--- src/rtl/i2cmts_pkg.sv ---
// i2cmts_pkg: constants, codes and types shared by the i2c transaction sequencer
// depends on nothing; used by i2c_master_transaction_sequencer_unit and its testbench
package i2cmts_pkg;

  // depth of the write and read data buffers
  localparam int MAX_BYTES = 16;
  localparam int IDX_W     = (MAX_BYTES > 1) ? $clog2(MAX_BYTES) : 1;
  localparam int CNT_W     = $clog2(MAX_BYTES + 1);

  // item function codes
  localparam logic [1:0] FUNC_TICK  = 2'd0;
  localparam logic [1:0] FUNC_REQ   = 2'd1;
  localparam logic [1:0] FUNC_LOAD  = 2'd2;
  localparam logic [1:0] FUNC_READB = 2'd3;

  // operation codes
  localparam logic [1:0] OP_PING    = 2'd0;
  localparam logic [1:0] OP_READ    = 2'd1;
  localparam logic [1:0] OP_WRITE   = 2'd2;
  localparam logic [1:0] OP_INVALID = 2'd3;

  // status codes
  localparam logic [2:0] ST_IDLE  = 3'd0;
  localparam logic [2:0] ST_BUSY  = 3'd1;
  localparam logic [2:0] ST_OK    = 3'd2;
  localparam logic [2:0] ST_NAK   = 3'd3;
  localparam logic [2:0] ST_STUCK = 3'd4;
  localparam logic [2:0] ST_GATE  = 3'd5;
  localparam logic [2:0] ST_BAD   = 3'd6;

  // bus action codes
  localparam logic [2:0] ACT_NONE  = 3'd0;
  localparam logic [2:0] ACT_START = 3'd1;
  localparam logic [2:0] ACT_SEND  = 3'd2;
  localparam logic [2:0] ACT_RECV  = 3'd3;
  localparam logic [2:0] ACT_STOP  = 3'd4;

  // byte steps within a transaction
  localparam logic [1:0] STEP_ADDR = 2'd0;
  localparam logic [1:0] STEP_REG  = 2'd1;
  localparam logic [1:0] STEP_DATA = 2'd2;

  // one buffer write port
  typedef struct packed {
    logic             en;
    logic [IDX_W-1:0] idx;
    logic [7:0]       data;
  } buf_wr_t;

endpackage

--- src/rtl/i2c_master_transaction_sequencer_unit.sv ---
// i2c_master_transaction_sequencer_unit: phase-level i2c master sequencer, top level
// depends on i2cmts_pkg and i2cmts_bufs
//
//  channel | handshake            | payload
//  --------+----------------------+-------------------------------------------------
//  in      | in_valid_i/in_ready_o | func, dev_addr, operation, reg_addr, length,
//          |                      | data_byte, buf_index, bus_granted, slave_ack,
//          |                      | rx_byte, scl_timeout
//  out     | out_valid_o/out_ready_i | accepted, status, phase_now, bus_action,
//          |                      | tx_value, master_ack, busy_flag, release_request,
//          |                      | read_data, read_valid
//
// the phase decision for every word is made between the input ports and the result
// register, and the state is updated at the same edge
// one result word per input word; a new word is taken in every cycle in which the
// result register is empty or being emptied
// a stalled output holds the result and the input side stops until it is taken
// reset clears the phase, status and control registers; buffers are not cleared
module i2c_master_transaction_sequencer_unit (
  input  logic       clk_i,
  input  logic       rst_ni,
  input  logic       in_valid_i,
  output logic       in_ready_o,
  input  logic [1:0] func_i,
  input  logic [6:0] dev_addr_i,
  input  logic [1:0] operation_i,
  input  logic [7:0] reg_addr_i,
  input  logic [7:0] length_i,
  input  logic [7:0] data_byte_i,
  input  logic [3:0] buf_index_i,
  input  logic       bus_granted_i,
  input  logic       slave_ack_i,
  input  logic [7:0] rx_byte_i,
  input  logic       scl_timeout_i,
  output logic       out_valid_o,
  input  logic       out_ready_i,
  output logic       accepted_o,
  output logic [2:0] status_o,
  output logic [2:0] phase_now_o,
  output logic [2:0] bus_action_o,
  output logic [7:0] tx_value_o,
  output logic       master_ack_o,
  output logic       busy_flag_o,
  output logic       release_request_o,
  output logic [7:0] read_data_o,
  output logic       read_valid_o
);

  localparam int IDX_W = i2cmts_pkg::IDX_W;
  localparam int CNT_W = i2cmts_pkg::CNT_W;

  // phase codes
  localparam logic [2:0] PH_IDLE    = 3'd0;
  localparam logic [2:0] PH_OPEN    = 3'd1;
  localparam logic [2:0] PH_SEND    = 3'd2;
  localparam logic [2:0] PH_REOPEN  = 3'd3;
  localparam logic [2:0] PH_RECV    = 3'd4;
  localparam logic [2:0] PH_STOP    = 3'd5;
  localparam logic [2:0] PH_DONE    = 3'd6;

  // state
  logic [2:0]       phase_q, phase_d;
  logic [1:0]       step_q, step_d;
  logic [6:0]       target_q, target_d;
  logic [1:0]       op_q, op_d;
  logic [7:0]       regb_q, regb_d;
  logic [CNT_W-1:0] count_q, count_d;
  logic [CNT_W-1:0] index_q, index_d;
  logic [7:0]       shift_q, shift_d;
  logic             rd_pend_q, rd_pend_d;
  logic [2:0]       status_q, status_d;
  logic             flight_q, flight_d;
  logic             rel_q, rel_d;

  // result register
  logic       out_valid_q;
  logic       acc_q, acc_d;
  logic [2:0] act_q, act_d;
  logic [7:0] txv_q, txv_d;
  logic       mack_q, mack_d;
  logic       rvalid_q, rvalid_d;

  logic             in_fire;
  logic             active;
  logic [CNT_W-1:0] index_inc;
  logic [CNT_W-1:0] wbuf_sel;
  logic [CNT_W-1:0] wbuf_sel_nxt;
  logic [CNT_W-1:0] bidx_ext;
  logic [7:0]       wbuf_rdata;
  logic [7:0]       rbuf_rdata;
  logic [7:0]       wbuf_at;
  logic             rbuf_re;

  i2cmts_pkg::buf_wr_t wbuf_wr, rbuf_wr;

  assign in_ready_o = !out_valid_q || out_ready_i;
  assign in_fire    = in_valid_i && in_ready_o;
  assign active     = (phase_q != PH_IDLE) && (phase_q != PH_DONE);
  assign index_inc  = index_q + CNT_W'(1);
  assign bidx_ext   = CNT_W'(buf_index_i);

  // next write byte: the first after the register byte, else the one after this
  // the buffer read is registered, so it is addressed from the next state
  assign wbuf_sel     = (step_q == i2cmts_pkg::STEP_REG) ? '0 : index_inc;
  assign wbuf_sel_nxt = (step_d == i2cmts_pkg::STEP_REG) ? '0 : index_d + CNT_W'(1);
  assign wbuf_at      = (32'(wbuf_sel) < i2cmts_pkg::MAX_BYTES) ? wbuf_rdata : 8'h00;
  assign rbuf_re      = in_fire && (func_i == i2cmts_pkg::FUNC_READB);

  i2cmts_bufs #(
    .WIDTH(8),
    .DEPTH(i2cmts_pkg::MAX_BYTES)
  ) u_wbuf (
    .clk_i  (clk_i),
    .we_i   (wbuf_wr.en),
    .waddr_i(wbuf_wr.idx),
    .wdata_i(wbuf_wr.data),
    .re_i   (in_fire),
    .raddr_i(wbuf_sel_nxt[IDX_W-1:0]),
    .rdata_o(wbuf_rdata)
  );

  i2cmts_bufs #(
    .WIDTH(8),
    .DEPTH(i2cmts_pkg::MAX_BYTES)
  ) u_rbuf (
    .clk_i  (clk_i),
    .we_i   (rbuf_wr.en),
    .waddr_i(rbuf_wr.idx),
    .wdata_i(rbuf_wr.data),
    .re_i   (rbuf_re),
    .raddr_i(IDX_W'(buf_index_i)),
    .rdata_o(rbuf_rdata)
  );

  always_comb begin
    phase_d   = phase_q;
    step_d    = step_q;
    target_d  = target_q;
    op_d      = op_q;
    regb_d    = regb_q;
    count_d   = count_q;
    index_d   = index_q;
    shift_d   = shift_q;
    rd_pend_d = rd_pend_q;
    status_d  = status_q;
    flight_d  = flight_q;
    rel_d     = rel_q;
    acc_d     = 1'b0;
    act_d     = i2cmts_pkg::ACT_NONE;
    txv_d     = 8'h00;
    mack_d    = 1'b0;
    rvalid_d  = 1'b0;
    wbuf_wr   = '{en: 1'b0, idx: IDX_W'(buf_index_i), data: data_byte_i};
    rbuf_wr   = '{en: 1'b0, idx: index_q[IDX_W-1:0], data: rx_byte_i};

    case (func_i)
      i2cmts_pkg::FUNC_REQ: begin
        if (!active) begin
          if (!bus_granted_i) begin
            status_d = i2cmts_pkg::ST_GATE;
            phase_d  = PH_DONE;
          end else if (operation_i == i2cmts_pkg::OP_INVALID ||
                       32'(length_i) > i2cmts_pkg::MAX_BYTES) begin
            status_d = i2cmts_pkg::ST_BAD;
            phase_d  = PH_DONE;
          end else begin
            target_d  = dev_addr_i;
            op_d      = operation_i;
            regb_d    = reg_addr_i;
            count_d   = length_i[CNT_W-1:0];
            index_d   = '0;
            step_d    = i2cmts_pkg::STEP_ADDR;
            rd_pend_d = 1'b0;
            shift_d   = 8'h00;
            rel_d     = 1'b0;
            status_d  = i2cmts_pkg::ST_BUSY;
            flight_d  = 1'b1;
            phase_d   = PH_OPEN;
            acc_d     = 1'b1;
          end
        end
      end
      i2cmts_pkg::FUNC_LOAD: begin
        wbuf_wr.en = !active && (32'(buf_index_i) < i2cmts_pkg::MAX_BYTES);
      end
      i2cmts_pkg::FUNC_READB: begin
        if (status_q == i2cmts_pkg::ST_OK && bidx_ext < count_q &&
            32'(buf_index_i) < i2cmts_pkg::MAX_BYTES) begin
          rvalid_d = 1'b1;
        end
      end
      default: begin
        if (active) begin
          unique case (phase_q)
            PH_OPEN: begin
              act_d     = i2cmts_pkg::ACT_START;
              step_d    = i2cmts_pkg::STEP_ADDR;
              shift_d   = {target_q, 1'b0};
              rd_pend_d = 1'b0;
              phase_d   = PH_SEND;
            end
            PH_REOPEN: begin
              act_d     = i2cmts_pkg::ACT_START;
              step_d    = i2cmts_pkg::STEP_DATA;
              shift_d   = {target_q, 1'b1};
              rd_pend_d = 1'b1;
              phase_d   = PH_SEND;
            end
            PH_SEND: begin
              act_d = i2cmts_pkg::ACT_SEND;
              txv_d = shift_q;
              if (scl_timeout_i) begin
                status_d = i2cmts_pkg::ST_STUCK;
                phase_d  = PH_STOP;
              end else if (!slave_ack_i) begin
                status_d = i2cmts_pkg::ST_NAK;
                phase_d  = PH_STOP;
              end else if (op_q == i2cmts_pkg::OP_PING) begin
                phase_d = PH_STOP;
              end else if (step_q == i2cmts_pkg::STEP_ADDR) begin
                step_d  = i2cmts_pkg::STEP_REG;
                shift_d = regb_q;
                phase_d = PH_SEND;
              end else if (step_q == i2cmts_pkg::STEP_REG) begin
                if (op_q != i2cmts_pkg::OP_WRITE) begin
                  phase_d = PH_REOPEN;
                end else if (count_q == '0) begin
                  phase_d = PH_STOP;
                end else begin
                  step_d  = i2cmts_pkg::STEP_DATA;
                  index_d = '0;
                  shift_d = wbuf_at;
                  phase_d = PH_SEND;
                end
              end else if (rd_pend_q) begin
                // slave address with read bit went out, data follows
                rd_pend_d = 1'b0;
                phase_d   = PH_RECV;
              end else begin
                index_d = index_inc;
                if (index_inc >= count_q) begin
                  phase_d = PH_STOP;
                end else begin
                  shift_d = wbuf_at;
                  phase_d = PH_SEND;
                end
              end
            end
            PH_RECV: begin
              act_d = i2cmts_pkg::ACT_RECV;
              if (scl_timeout_i) begin
                status_d = i2cmts_pkg::ST_STUCK;
                phase_d  = PH_STOP;
              end else begin
                rbuf_wr.en = 32'(index_q) < i2cmts_pkg::MAX_BYTES;
                // ack all but the last byte
                if (index_inc < count_q) begin
                  mack_d  = 1'b1;
                  index_d = index_inc;
                  phase_d = PH_RECV;
                end else begin
                  phase_d = PH_STOP;
                end
              end
            end
            PH_STOP: begin
              act_d = i2cmts_pkg::ACT_STOP;
              if (status_q == i2cmts_pkg::ST_BUSY) begin
                status_d = i2cmts_pkg::ST_OK;
              end
              flight_d = 1'b0;
              rel_d    = 1'b1;
              phase_d  = PH_DONE;
            end
            default: begin
              // unused phase code ends like a stop without touching the status
              flight_d = 1'b0;
              rel_d    = 1'b1;
              phase_d  = PH_DONE;
            end
          endcase
        end
      end
    endcase

    if (!in_fire) begin
      wbuf_wr.en = 1'b0;
      rbuf_wr.en = 1'b0;
    end
  end

  always_ff @(posedge clk_i or negedge rst_ni) begin
    if (!rst_ni) begin
      phase_q     <= PH_IDLE;
      step_q      <= i2cmts_pkg::STEP_ADDR;
      target_q    <= '0;
      op_q        <= i2cmts_pkg::OP_PING;
      regb_q      <= '0;
      count_q     <= '0;
      index_q     <= '0;
      shift_q     <= '0;
      rd_pend_q   <= 1'b0;
      status_q    <= i2cmts_pkg::ST_IDLE;
      flight_q    <= 1'b0;
      rel_q       <= 1'b0;
      out_valid_q <= 1'b0;
    end else begin
      if (in_fire) begin
        phase_q   <= phase_d;
        step_q    <= step_d;
        target_q  <= target_d;
        op_q      <= op_d;
        regb_q    <= regb_d;
        count_q   <= count_d;
        index_q   <= index_d;
        shift_q   <= shift_d;
        rd_pend_q <= rd_pend_d;
        status_q  <= status_d;
        flight_q  <= flight_d;
        rel_q     <= rel_d;
      end
      if (in_fire) begin
        out_valid_q <= 1'b1;
      end else if (out_ready_i) begin
        out_valid_q <= 1'b0;
      end
    end
  end

  // result word payload
  logic [2:0] res_status_q, res_phase_q;
  logic       res_busy_q, res_rel_q;

  always_ff @(posedge clk_i) begin
    if (in_fire) begin
      acc_q        <= acc_d;
      act_q        <= act_d;
      txv_q        <= txv_d;
      mack_q       <= mack_d;
      rvalid_q     <= rvalid_d;
      res_status_q <= status_d;
      res_phase_q  <= phase_d;
      res_busy_q   <= flight_d;
      res_rel_q    <= rel_d;
    end
  end

  assign out_valid_o       = out_valid_q;
  assign accepted_o        = acc_q;
  assign status_o          = res_status_q;
  assign phase_now_o       = res_phase_q;
  assign bus_action_o      = act_q;
  assign tx_value_o        = txv_q;
  assign master_ack_o      = mack_q;
  assign busy_flag_o       = res_busy_q;
  assign release_request_o = res_rel_q;
  // read buffer output register only changes on a read-back word
  assign read_data_o       = rvalid_q ? rbuf_rdata : 8'h00;
  assign read_valid_o      = rvalid_q;

endmodule

--- src/rtl/i2cmts_bufs.sv ---
// i2cmts_bufs: small ram with one write port and one registered read port
// depends on nothing; used for both byte buffers of the sequencer
module i2cmts_bufs #(
  parameter int WIDTH = 8,
  parameter int DEPTH = 16
) (
  input  logic                     clk_i,
  input  logic                     we_i,
  input  logic [$clog2(DEPTH)-1:0] waddr_i,
  input  logic [WIDTH-1:0]         wdata_i,
  input  logic                     re_i,
  input  logic [$clog2(DEPTH)-1:0] raddr_i,
  output logic [WIDTH-1:0]         rdata_o
);

  logic [WIDTH-1:0] mem_q [DEPTH];
  logic [WIDTH-1:0] rdata_q;

  always_ff @(posedge clk_i) begin
    if (we_i) begin
      mem_q[waddr_i] <= wdata_i;
    end
    if (re_i) begin
      rdata_q <= mem_q[raddr_i];
    end
  end

  assign rdata_o = rdata_q;

endmodule

--- config.mk ---
export PLATFORM = sky130hd
export DESIGN_NAME = i2c_master_transaction_sequencer_unit
export DESIGN_NICKNAME = d
export VERILOG_FILES = /design/src/rtl/i2cmts_pkg.sv /design/src/rtl/i2c_master_transaction_sequencer_unit.sv /design/src/rtl/i2cmts_bufs.sv
export SDC_FILE = /design/constraint.sdc
export NUM_CORES = 1
export LEC_CHECK = 0
export ABC_AREA = 1
export BUFFER_PORTS_ARGS = -buffer_cell sky130_fd_sc_hd__buf_4
export CAP_MARGIN = 20
export CORE_MARGIN = 2
export CORE_UTILIZATION = 26
export CTS_CLUSTER_DIAMETER = 150
export CTS_CLUSTER_SIZE = 40
export DETAILED_ROUTE_END_ITERATION = 7
export PLACE_DENSITY = 0.39
export SETUP_SLACK_MARGIN = 0.4
export SYNTH_ARGS = -nofsm -noshare
export SYNTH_HDL_FRONTEND = slang
export SYNTH_SLANG_ARGS = --single-unit
--- constraint.sdc ---
create_clock -name clk_i -period 4.7 [get_ports clk_i]
set_clock_uncertainty 0.05 [all_clocks]
set_input_delay 0.94 -clock clk_i [delete_from_list [all_inputs] [get_ports clk_i]]
set_output_delay 0.94 -clock clk_i [all_outputs]
set_load 0.02 [all_outputs]
### Yosys cells after proc, flatten, opt, wreduce, memory -nomap -nowiden

Memories as Yosys holds them, arrays and structs flattened. A register that Yosys moved wholly into a read port is not among the register bits.
Index checks and enable logic that the tools add are counted.

| storage, ports and cells | value |
|---|---|
| register bits | 69 |
| bits in writable memories | 256 |
| bits of input ports | 54 |
| output and inout port bits | 32 |
| logic and storage cells | 206 |
| memories | 2 |

| cells by class | value |
|---|---|
| add/subtract/negate cells | 2 |
| order comparisons | 6 |
| equality and inequality tests | 27 |
| multiplexer cells | 114 |
| bitwise operators | 7 |
| reductions and logical operators | 26 |

Memories:

| name | depth | width | read ports | clocked after Yosys merged registers in | wr ports | RTL line | RTL |
|---|---|---|---|---|---|---|---|
| u_rbuf.mem_q | 16 | 8 | 1 | 1 | 1 | i2cmts_bufs.sv:16 | `logic [WIDTH-1:0] mem_q [DEPTH];` |
| u_wbuf.mem_q | 16 | 8 | 1 | 1 | 1 | i2cmts_bufs.sv:16 |  |

Operator list:

| kind | count |
|---|---|
| two-way mux 8 bit | 15 |
| two-way mux 5 bit | 15 |
| two-way mux 3 bit | 20 |
| two-way mux 1 bit | 37 |
| case mux 8 bit (3 select lines) | 1 |
| two-way mux 2 bit | 11 |
| inequality test 5 bit, second input constant | 4 |
| case mux 5 bit (2 select lines) | 2 |
| inequality test 3 bit, second input constant | 6 |
| case mux 3 bit (3 select lines) | 2 |
| case mux 8 bit (2 select lines) | 1 |
| AND reduction 14 bit | 1 |
| case mux 3 bit (2 select lines) | 2 |
| case mux 3 bit (4 select lines) | 1 |
| AND reduction 12 bit | 1 |
| less-than comparator 5 bit, second input constant | 2 |
| equality test 3 x 2 -> 1 bit, second input constant | 3 |
| greater-than comparator 8 x 5 -> 1 bit, second input constant | 1 |
| inequality test 2 bit, second input constant | 4 |
| OR reduction 4 bit | 2 |
| inverter 1 bit | 7 |
| equality test 2 x 1 -> 1 bit, second input constant | 3 |
| equality test 2 bit, second input constant | 3 |
| equality test 3 x 1 -> 1 bit, second input constant | 2 |
| 24 further kinds | 36 |

### Logic depth before layout (Yosys ltp)

Gate-level depths: netlist of run 1.

| logic depth | value |
|---|---|
| word-level depth | 14 |
| gate-level depth with buffers | 25 |
| depth with buffers taken out | 23 |

### By module

A second synthesis of run 1 with hierarchy kept.

| second synthesis, totals | value |
|---|---|
| cell total of the unflattened synthesis | 1644 |
| area, all modules | 16039.1 µm² |

Modules (own cells, without submodules):

| module | instances | cells an instance | area an instance (µm²) | sequential area each (µm²) |
|---|---|---|---|---|
| i2cmts_bufs | 2 | 551 | 5846.9 | 4083.9 |
| i2c_master_transaction_sequencer_unit | 1 | 542 | 4345.4 | 1836.8 |

### Worst setup path before layout of run 1

No wires, ideal clock.

| path | value |
|---|---|
| kind | register to register |
| start point | reg index_q[0] |
| end point | reg u_wbuf.rdata_q[5] (netlist: u_wbuf.rdata_o[5]) (read register of u_wbuf.mem_q) (data pin) |
| library setup time | 253 ps |
| data arrival time | 3439 ps |
| path slack | 958 ps |
| stages on the path, launching flop included | 26 |
| path through | dfrtp_1 ha_1 nand3_1 xor2_1 inv_1 ha_1 nand2_1 nor2_1 nand2_1 nand2_1 nor2_1 nand2_1 o21ai_1 nand2_1 nand2_1 inv_2 a21oi_2 buf_2 ha_1 nand3b_1 nand3_4 inv_4 buf_2 nand3_1 nand3_1 nand2_1 |

| on the way | value |
|---|---|
| cells in the longest elaborated chain, start to end | 12 |
| elaborated cells between the ends (all ways) | 20 |
| classes of those cells | 2 x add/sub; 1 x order compare; 17 x mux |

RTL lines:

| what | RTL line | RTL |
|---|---|---|
| start: declaration | i2c_master_transaction_sequencer_unit.sv:68 | `logic [CNT_W-1:0] index_q, index_d;` |
| start signal: assignment | i2c_master_transaction_sequencer_unit.sv:315 | `index_q <= index_d;` |
| adder 5 x 1 -> 5 bit or two-way mux 5 bit (tied branches) | i2c_master_transaction_sequencer_unit.sv:99, i2c_master_transaction_sequencer_unit.sv:227 |  |
| two-way mux 5 bit, on equally long branches | i2c_master_transaction_sequencer_unit.sv:235, i2c_master_transaction_sequencer_unit.sv:225 |  |
| two-way mux 5 bit | i2c_master_transaction_sequencer_unit.sv:224 | `end else if (step_q == i2cmts_pkg::STEP_REG) begin` |
| two-way mux 5 bit | i2c_master_transaction_sequencer_unit.sv:220 | `end else if (step_q == i2cmts_pkg::STEP_ADDR) begin` |
| two-way mux 5 bit | i2c_master_transaction_sequencer_unit.sv:218 | `end else if (op_q == i2cmts_pkg::OP_PING) begin` |
| two-way mux 5 bit | i2c_master_transaction_sequencer_unit.sv:215 | `end else if (!slave_ack_i) begin` |
| two-way mux 5 bit | i2c_master_transaction_sequencer_unit.sv:212 | `if (scl_timeout_i) begin` |
| case mux 5 bit (2 select lines) | i2c_master_transaction_sequencer_unit.sv:194 | `unique case (phase_q)` |
| two-way mux 5 bit | i2c_master_transaction_sequencer_unit.sv:193 | `if (active) begin` |
| case mux 5 bit (2 select lines) * | i2c_master_transaction_sequencer_unit.sv:156 | `case (func_i)` |
| net index_d[0] | i2c_master_transaction_sequencer_unit.sv:68 |  |
| adder 4 x 1 -> 4 bit * | i2c_master_transaction_sequencer_unit.sv:105 | `assign wbuf_sel_nxt = (step_d == i2cmts_pkg::STEP_REG) ? '0 : index_d + CNT_W'(1);` |
| two-way mux 4 bit * | i2c_master_transaction_sequencer_unit.sv:105 |  |
| end: declaration | i2cmts_bufs.sv:17 | `logic [WIDTH-1:0] rdata_q;` |

Mark *: on every way through the listed nets, which the timed path passes. The rest lies on a longest branch.
A chain may end at the register's enable or synchronous reset.

### Worst setup path in the final report of run 1

| path | value |
|---|---|
| start point | reg index_q[0] |
| end point | reg u_wbuf.rdata_q[5] (netlist: u_wbuf.rdata_o[5]) (read register of u_wbuf.mem_q) (data pin) |

| on the way | value |
|---|---|
| cells in the longest elaborated chain, start to end | 12 |
| elaborated cells between the ends (all ways) | 20 |
| classes of those cells | 2 x add/sub; 1 x order compare; 17 x mux |

RTL lines:

| what | RTL line |
|---|---|
| adder 5 x 1 -> 5 bit or two-way mux 5 bit (tied branches) | i2c_master_transaction_sequencer_unit.sv:99, i2c_master_transaction_sequencer_unit.sv:227 |
| two-way mux 5 bit, on equally long branches | i2c_master_transaction_sequencer_unit.sv:235, i2c_master_transaction_sequencer_unit.sv:225 |
| two-way mux 5 bit | i2c_master_transaction_sequencer_unit.sv:224 |
| two-way mux 5 bit | i2c_master_transaction_sequencer_unit.sv:220 |
| two-way mux 5 bit | i2c_master_transaction_sequencer_unit.sv:218 |
| two-way mux 5 bit | i2c_master_transaction_sequencer_unit.sv:215 |
| two-way mux 5 bit | i2c_master_transaction_sequencer_unit.sv:212 |
| case mux 5 bit (2 select lines) | i2c_master_transaction_sequencer_unit.sv:194 |
| two-way mux 5 bit | i2c_master_transaction_sequencer_unit.sv:193 |
| case mux 5 bit (2 select lines) * | i2c_master_transaction_sequencer_unit.sv:156 |
| adder 4 x 1 -> 4 bit * | i2c_master_transaction_sequencer_unit.sv:105 |
| two-way mux 4 bit * | i2c_master_transaction_sequencer_unit.sv:105 |

Every way passes the cells marked *; elsewhere a longest branch is shown, timed or not.

==> results.sh, run 1 <==
export IMPL_synth_distinct_cells=47
export IMPL_netlist_area_leader_share_pct=58.18
export IMPL_antenna_cells=0
export IMPL_cts_sinks=341
export IMPL_clock_power_share_pct=21.8
export IMPL_synth_ff_type="edfxtp_1"
export IMPL_drv_cap=0
export IMPL_syn_nets=1425
export IMPL_synthCells=1352
export IMPL_first_pass_iters=5
export IMPL_numPortBuffers=85
export IMPL_finalCritPeriodShare_pct=82.90
export IMPL_cts_tree="done"
export IMPL_final_hold_viol_count=0
export IMPL_nNetsFinal=1486
export IMPL_dieWidth_um=245.6
export IMPL_io_pins=86
export IMPL_yosysTopAreaCell="edfxtp_1"
export IMPL_clk_pin_slew_ns=0.15
export IMPL_r2r_end="u_wbuf.rdata_o[5]"
export IMPL_switchingPower_mw=2.202
export IMPL_status="finished, final reports clean"
export IMPL_detail_route_wl_per_cell_um=20.34
export IMPL_internal_power_mw=4.514
export IMPL_p_seq_share_pct=52.6
export IMPL_drive_above_1_share_pct=12.19
export IMPL_post_route_cell_area_um2=17020
export IMPL_synth_seq_cells=341
export IMPL_antenna_found_initial=0
export IMPL_synth_warnings=0
export IMPL_tns_ns=0
export IMPL_grt_pass1_wl_um=66500
export IMPL_setup_viol=0
export IMPL_max_slew_worst_pin_slew_ns=0.9632
export IMPL_vias_per_cell=4.658
export IMPL_critPathLaunchType="flip-flop"
export IMPL_ys_seq_area_share_pct=65.94
export IMPL_row_count=88
export IMPL_path_class="reg -> reg"
export IMPL_cts_buffers=12
export IMPL_maxSlewHeadroom_pct=35.55
export IMPL_drt_iter0_drc=871
export IMPL_placed_area_um2=16580
export IMPL_grt_start_max_net_pins=48
export IMPL_grt_use_total_pct=14.70
export IMPL_root_buffer="clkbuf_16"
export IMPL_synth_area_um2=15170
export IMPL_synth_edf_count=294
export IMPL_finalWeightedCongestion=0.8395
export IMPL_start_util_pct=26.30
export IMPL_hpwl_um=30490
export IMPL_area_growth_syn_to_layout_pct=12.15
export IMPL_synthArstFlopShare_pct=13.78
export IMPL_cp_data_required_time_ns=4.95
export IMPL_globalRouteOverflowTotal=0
export IMPL_grt_pass1_vias=10195
export IMPL_hp_class="in -> async"
export IMPL_cp_arrival_ns=4.15
export IMPL_via_count=10172
export IMPL_slew_violations=0
export IMPL_cts_path_max_buffers=3
export IMPL_cp_end_kind="flip-flop"
export IMPL_drt_wl_total_um=44410
export IMPL_ff2ff_path_depth=22
export IMPL_die_y_um=245.6
export IMPL_power_density_nw_per_um2=394.7
export IMPL_avgSynthCellArea_um2=11.22
export IMPL_p_comb_share_pct=25.6
export IMPL_rsz0062_at_grt="no"
export IMPL_clk_latency_ns=0.54
export IMPL_p_sw_share_pct=32.78
export IMPL_ant_nets=0
export IMPL_cp_max_fo=32
export IMPL_finalCriticalPeriod_ns=3.896
export IMPL_core_area_um2=57700
export IMPL_leakage_nw=6.537
export IMPL_dieArea_um2=60310
export IMPL_rr_startpoint="index_q[0]"
export IMPL_max_freq_mhz=256.7
export IMPL_drc=0
export IMPL_r2r_slack_ns=0.80
export IMPL_ir_worst_vdd_mv=0.2174
export IMPL_synth_area_top_cells="edfxtp_1 (58%), dfrtp_1 (7.8%), nand3_1 (5.7%), nand2_1 (4.9%), inv_1 (4.2%)"
export IMPL_cts_max_level=1
## power groups by stage
| stage | clock network [mW] | logic [mW] | registers [mW] |
|---|---|---|---|
| floorplan | 0 | 1.16 | 3.59 |
| global placement | 0 | 1.71 | 3.60 |
| detailed placement | 0 | 1.71 | 3.60 |
| CTS | 1.53 | 1.71 | 3.53 |
| global route | 1.61 | 1.93 | 3.55 |
| finish | 1.46 | 1.72 | 3.53 |
## metrics by stage
step | worst slack [ns] | instances | util, % | hold slack, ns | power [mW]
3_3_place_gp | 0.2512 | 2159 | 28.74 | 0.4420 | 5.311
5_1_grt | 0.3884 | 2184 | 29.50 | 0.3803 | 7.095
2_1_floorplan | 0.9578 | 1352 | - | 0.3974 | 4.748
6_report | 0.8036 | 2184 | 29.50 | 0.3635 | 6.716
3_5_place_dp | 0.2655 | 2159 | 28.74 | 0.4405 | 5.306
4_1_cts | 0.4571 | 2179 | 29.39 | 0.3624 | 6.775
## how the worst max path moves through the flow
stage               startpoint                end  slack, ns  depth (start not counted)
finish              index_q[0]  u_wbuf.rdata_o[5]       0.80                         22
global route        index_q[0]  u_wbuf.rdata_o[1]       0.39                         24
CTS                 index_q[1]  u_wbuf.rdata_o[1]       0.46                         23
detailed placement  index_q[0]  u_wbuf.rdata_o[1]       0.27                         23
global placement    index_q[1]  u_wbuf.rdata_o[1]       0.25                         23
floorplan           index_q[0]  u_wbuf.rdata_o[5]       0.96                         25
## registers in the layout, indices dropped and copies added, names as in the netlist, 2 cells and up
register	flops
u_rbuf.mem_q	128
u_wbuf.mem_q	128
regb_q	8
shift_q	8
tx_value_o	8
u_rbuf.rdata_o	8
u_wbuf.rdata_o	8
target_q	7
count_q	5
index_q	5
bus_action_o	3
phase_now_o	3
phase_q	3
status_o	3
status_q	3
op_q	2
step_q	2
## what timing repair did
item	CTS	global route
setup buffers	0	5
endpoints found under the setup margin	8	8
hold buffers	0	0
gates resized for setup	2	7
pin swaps	0	2
## placed cells by master, fill, tap and decap left out, drive strengths merged, types with 2 or more instances in the layout
cell / count
mux2: 16
o21bai: 2
nand3b: 35
nand2: 209
inv: 180
edfxtp: 294
a22oi: 65
o311ai: 2
o22ai: 10
nand3: 176
nor2: 93
clkbuf: 19
o221ai: 2
buf: 105
dfrtp: 47
nor3: 11
ha: 19
xor2: 3
o21ai: 46
o2111ai: 2
a21oi: 64
or4: 8
## critical path, stage by stage (launching register included)
cell and delay (ns):
dfrtp_1 0.48, ha_1 0.23, nand3_1 0.16, xor2_2 0.24, inv_1 0.06, ha_1 0.29, a21oi_1 0.20, nand2_1 0.11
nor2_4 0.17, nand2_1 0.12, o21ai_1 0.09, nand2_1 0.11, nand2_1 0.13, inv_2 0.04, a21oi_2 0.12, ha_1 0.27
inv_1 0.09, a21oi_2 0.04, buf_8 0.18, nand3_1 0.16, nand3_1 0.11, nand3_1 0.09, nand2_1 0.09
## final cells by class
type / count / area [um^2]
fillers: 6004 / 40680
flip-flops and latches: 341 / 10010
multi-input cells: 773 / 4204
well taps: 765 / 957.2
repair buffers: 105 / 799.5
inverters: 180 / 683.2
clock buffers: 19 / 347.8
clock inverters: 1 / 20.02
## layer usage
metal	up-vias	track usage [%]	part of all wire, %	wire (um)
met5	-	0	0	0
met4	0	3.458	1.9	858
met3	40	1.397	3.3	1466
met2	227	25.42	50	22060
met1	5083	19.81	45	20030
li1	4822	-	-	-
## synth_stat cells (23+ instances only)
cell      instances
nor2_1           88
dfrtp_1          47
a22oi_1          65
o21ai_0          42
edfxtp_1        294
a21oi_1          60
inv_1           171
nand3_1         174
buf_2            23
nand2_1         198
nand3b_1         35
clkbuf_1         25
## logic make-up after synthesis
family          count (synthesis)  share of synthesized area [%]
compound gates                200                          8.172
xor+xnor                        3                         0.1732
fa+ha+maj                      19                          1.567
buf+inv                       238                          6.490
flops                         341                          65.94
mux                            16                          1.187
simple gates                  535                          16.48
Power figures use the tool's default switching activity.
==> inputs of run 2 (changes only) <==
Clock period 4.7 ns to 3.7 ns, I/O delays scaled along.
==> results.sh, run 2 (synthesized netlist as in run 1, its figures left out) <==
export IMPL_status="finished, final reports clean"
export IMPL_grt_start_max_net_pins=67
export IMPL_critPathLaunchType="flip-flop"
export IMPL_antenna_cells=0
export IMPL_antenna_found_initial=3
export IMPL_die_y_um=245.6
export IMPL_dieWidth_um=245.6
export IMPL_rsz0062_at_grt="yes"
export IMPL_nNetsFinal=1542
export IMPL_path_class="reg -> reg"
export IMPL_row_count=88
export IMPL_root_buffer="clkbuf_16"
export IMPL_p_seq_share_pct=49.5
export IMPL_cp_data_required_time_ns=4.08
export IMPL_slew_violations=0
export IMPL_final_hold_viol_count=0
export IMPL_grt_pass1_wl_um=67080
export IMPL_layout_commonest_cell="edfxtp_1"
export IMPL_top_regs="u_rbuf.mem_q: 128 flops, u_wbuf.mem_q: 128 flops"
export IMPL_dieArea_um2=60310
export IMPL_core_area_um2=57700
export IMPL_maxSlewHeadroom_pct=47.62
export IMPL_finalWeightedCongestion=0.8446
export IMPL_first_pass_iters=6
export IMPL_drv_cap=0
export IMPL_clock_power_share_pct=20.5
export IMPL_setup_viol=0
export IMPL_clk_latency_ns=0.55
export IMPL_ir_worst_vdd_mv=0.2942
export IMPL_globalRouteOverflowTotal=0
export IMPL_cts_tree="done"
export IMPL_detail_route_wl_per_cell_um=20.05
export IMPL_cts_max_level=1
export IMPL_grt_use_total_pct=14.76
export IMPL_start_util_pct=26.30
export IMPL_drt_iter0_drc=864
export IMPL_hpwl_um=30150
export IMPL_cts_path_max_buffers=3
export IMPL_finalCriticalPeriod_ns=3.386
export IMPL_numPortBuffers=85
export IMPL_finalCritPeriodShare_pct=91.52
export IMPL_area_growth_syn_to_layout_pct=18.09
export IMPL_cp_end_kind="flip-flop"
export IMPL_holdBufCountCts=0
export IMPL_cp_max_fo=8
export IMPL_tns_ns=0
export IMPL_p_sw_share_pct=33.42
export IMPL_drt_wl_total_um=44920
export IMPL_hp_class="in -> async"
export IMPL_drive_above_1_share_pct=19.46
export IMPL_finish_utilization_pct=31.06
export IMPL_vias_per_cell=4.603
export IMPL_via_count=10311
export IMPL_cp_arrival_ns=3.77
export IMPL_grt_util_met3_pct=1.397
export IMPL_cts_buffers=12
export IMPL_leakage_nw=6.947
export IMPL_globalRouteMet1Util_pct=19.89
export IMPL_io_pins=86
export IMPL_grt_util_met2_pct=25.63
export IMPL_power_density_nw_per_um2=506.0
export IMPL_ant_nets=0
export IMPL_cts_sinks=341
export IMPL_internal_power_mw=6.037
export IMPL_busiest_layer="met2"
export IMPL_drc=0
export IMPL_grt_pass1_vias=10540
export IMPL_p_comb_share_pct=30.0
export IMPL_fillers=5932
export IMPL_switchingPower_mw=3.030
export IMPL_clk_pin_slew_ns=0.16
export IMPL_max_slew_worst_pin_slew_ns=0.7828
export IMPL_layout_common_cells="edfxtp_1 (294), nand2_1 (189), inv_1 (165), buf_4 (148), nand3_1 (141)"
export IMPL_max_freq_mhz=295.3
run 2: layer usage:
layer	vias to the layer above	part of all wire [%]
met5	-	0.029
met4	2	1.8
met3	43	3.5
met2	237	49
met1	5093	45
li1	4936	-
run 2: repair_timing:
action,4_1_cts,5_1_grt
resized for setup,34,24
pin swaps,15,11
gates cloned,2,1
hold endpoints to repair,0,0
setup endpoints to repair,8,8
setup buffers,14,2
run 2: power by group through the flow:
stage               combinational (mW)  sequential [mW]  clock, mW
floorplan                         1.52             4.56          0
global placement                  2.37             4.57          0
detailed placement                2.36             4.57          0
CTS                               2.64             4.49       1.95
global route                      2.98             4.50       2.04
finish                            2.72             4.49       1.86
run 2: area by class of cell:
class                   count  area [um^2]  share of cell area [%]
flip-flops and latches    341        10010                   55.85
multi-input cells         773         4537                   25.32
repair buffers            161         1369                   7.639
well taps                 765        957.2                   5.342
inverters                 180        680.7                   3.799
clock buffers              19        347.8                   1.941
clock inverters             1        20.02                  0.1117
run 2: path summary, 6_finish.rpt:
check	startpoint	endpoint	slack [ns]	cells after the start
min reg2reg	target_q[0]	target_q[0]	0.47	1
min	rst_ni	status_q[1]	0.14	1
max reg2reg	index_q[0]	u_wbuf.rdata_o[0]	0.31	21
min in group clk_i	reg_addr_i[0]	regb_q[0]	0.37	2
max in group asynchronous	rst_ni	target_q[3]	2.95	1
max	index_q[0]	u_wbuf.rdata_o[0]	0.31	21
run 2: metrics by stage:
step	hold WS, ns	cells	setup slack, ns	power (mW)	area (um^2)
2_1_floorplan	0.3944	1352	0.3672	6.080	15310
3_3_place_gp	0.4212	2201	0.06736	6.938	17080
3_5_place_dp	0.4368	2201	0.02601	6.927	17080
4_1_cts	0.1554	2237	0.3451	9.082	17770
5_1_grt	0.1687	2240	0.1228	9.526	17920
6_report	0.1356	2240	0.3137	9.067	17920
run 2: critical path, cell delays in order (launching register included):
cell and delay (ns):
dfrtp_1 0.45, buf_6 0.14, inv_1 0.10, ha_4 0.23
ha_1 0.28, nand2_1 0.11, nor2_4 0.05, nand2_2 0.06
nand4_1 0.20, a21oi_2 0.23, nand2_1 0.09, nand2_2 0.09
a21oi_4 0.07, ha_4 0.30, inv_2 0.04, a21oi_4 0.17
buf_12 0.15, clkbuf_16 0.16, nand3_1 0.08, nand3_1 0.08
nand3_1 0.07, nand2_1 0.07
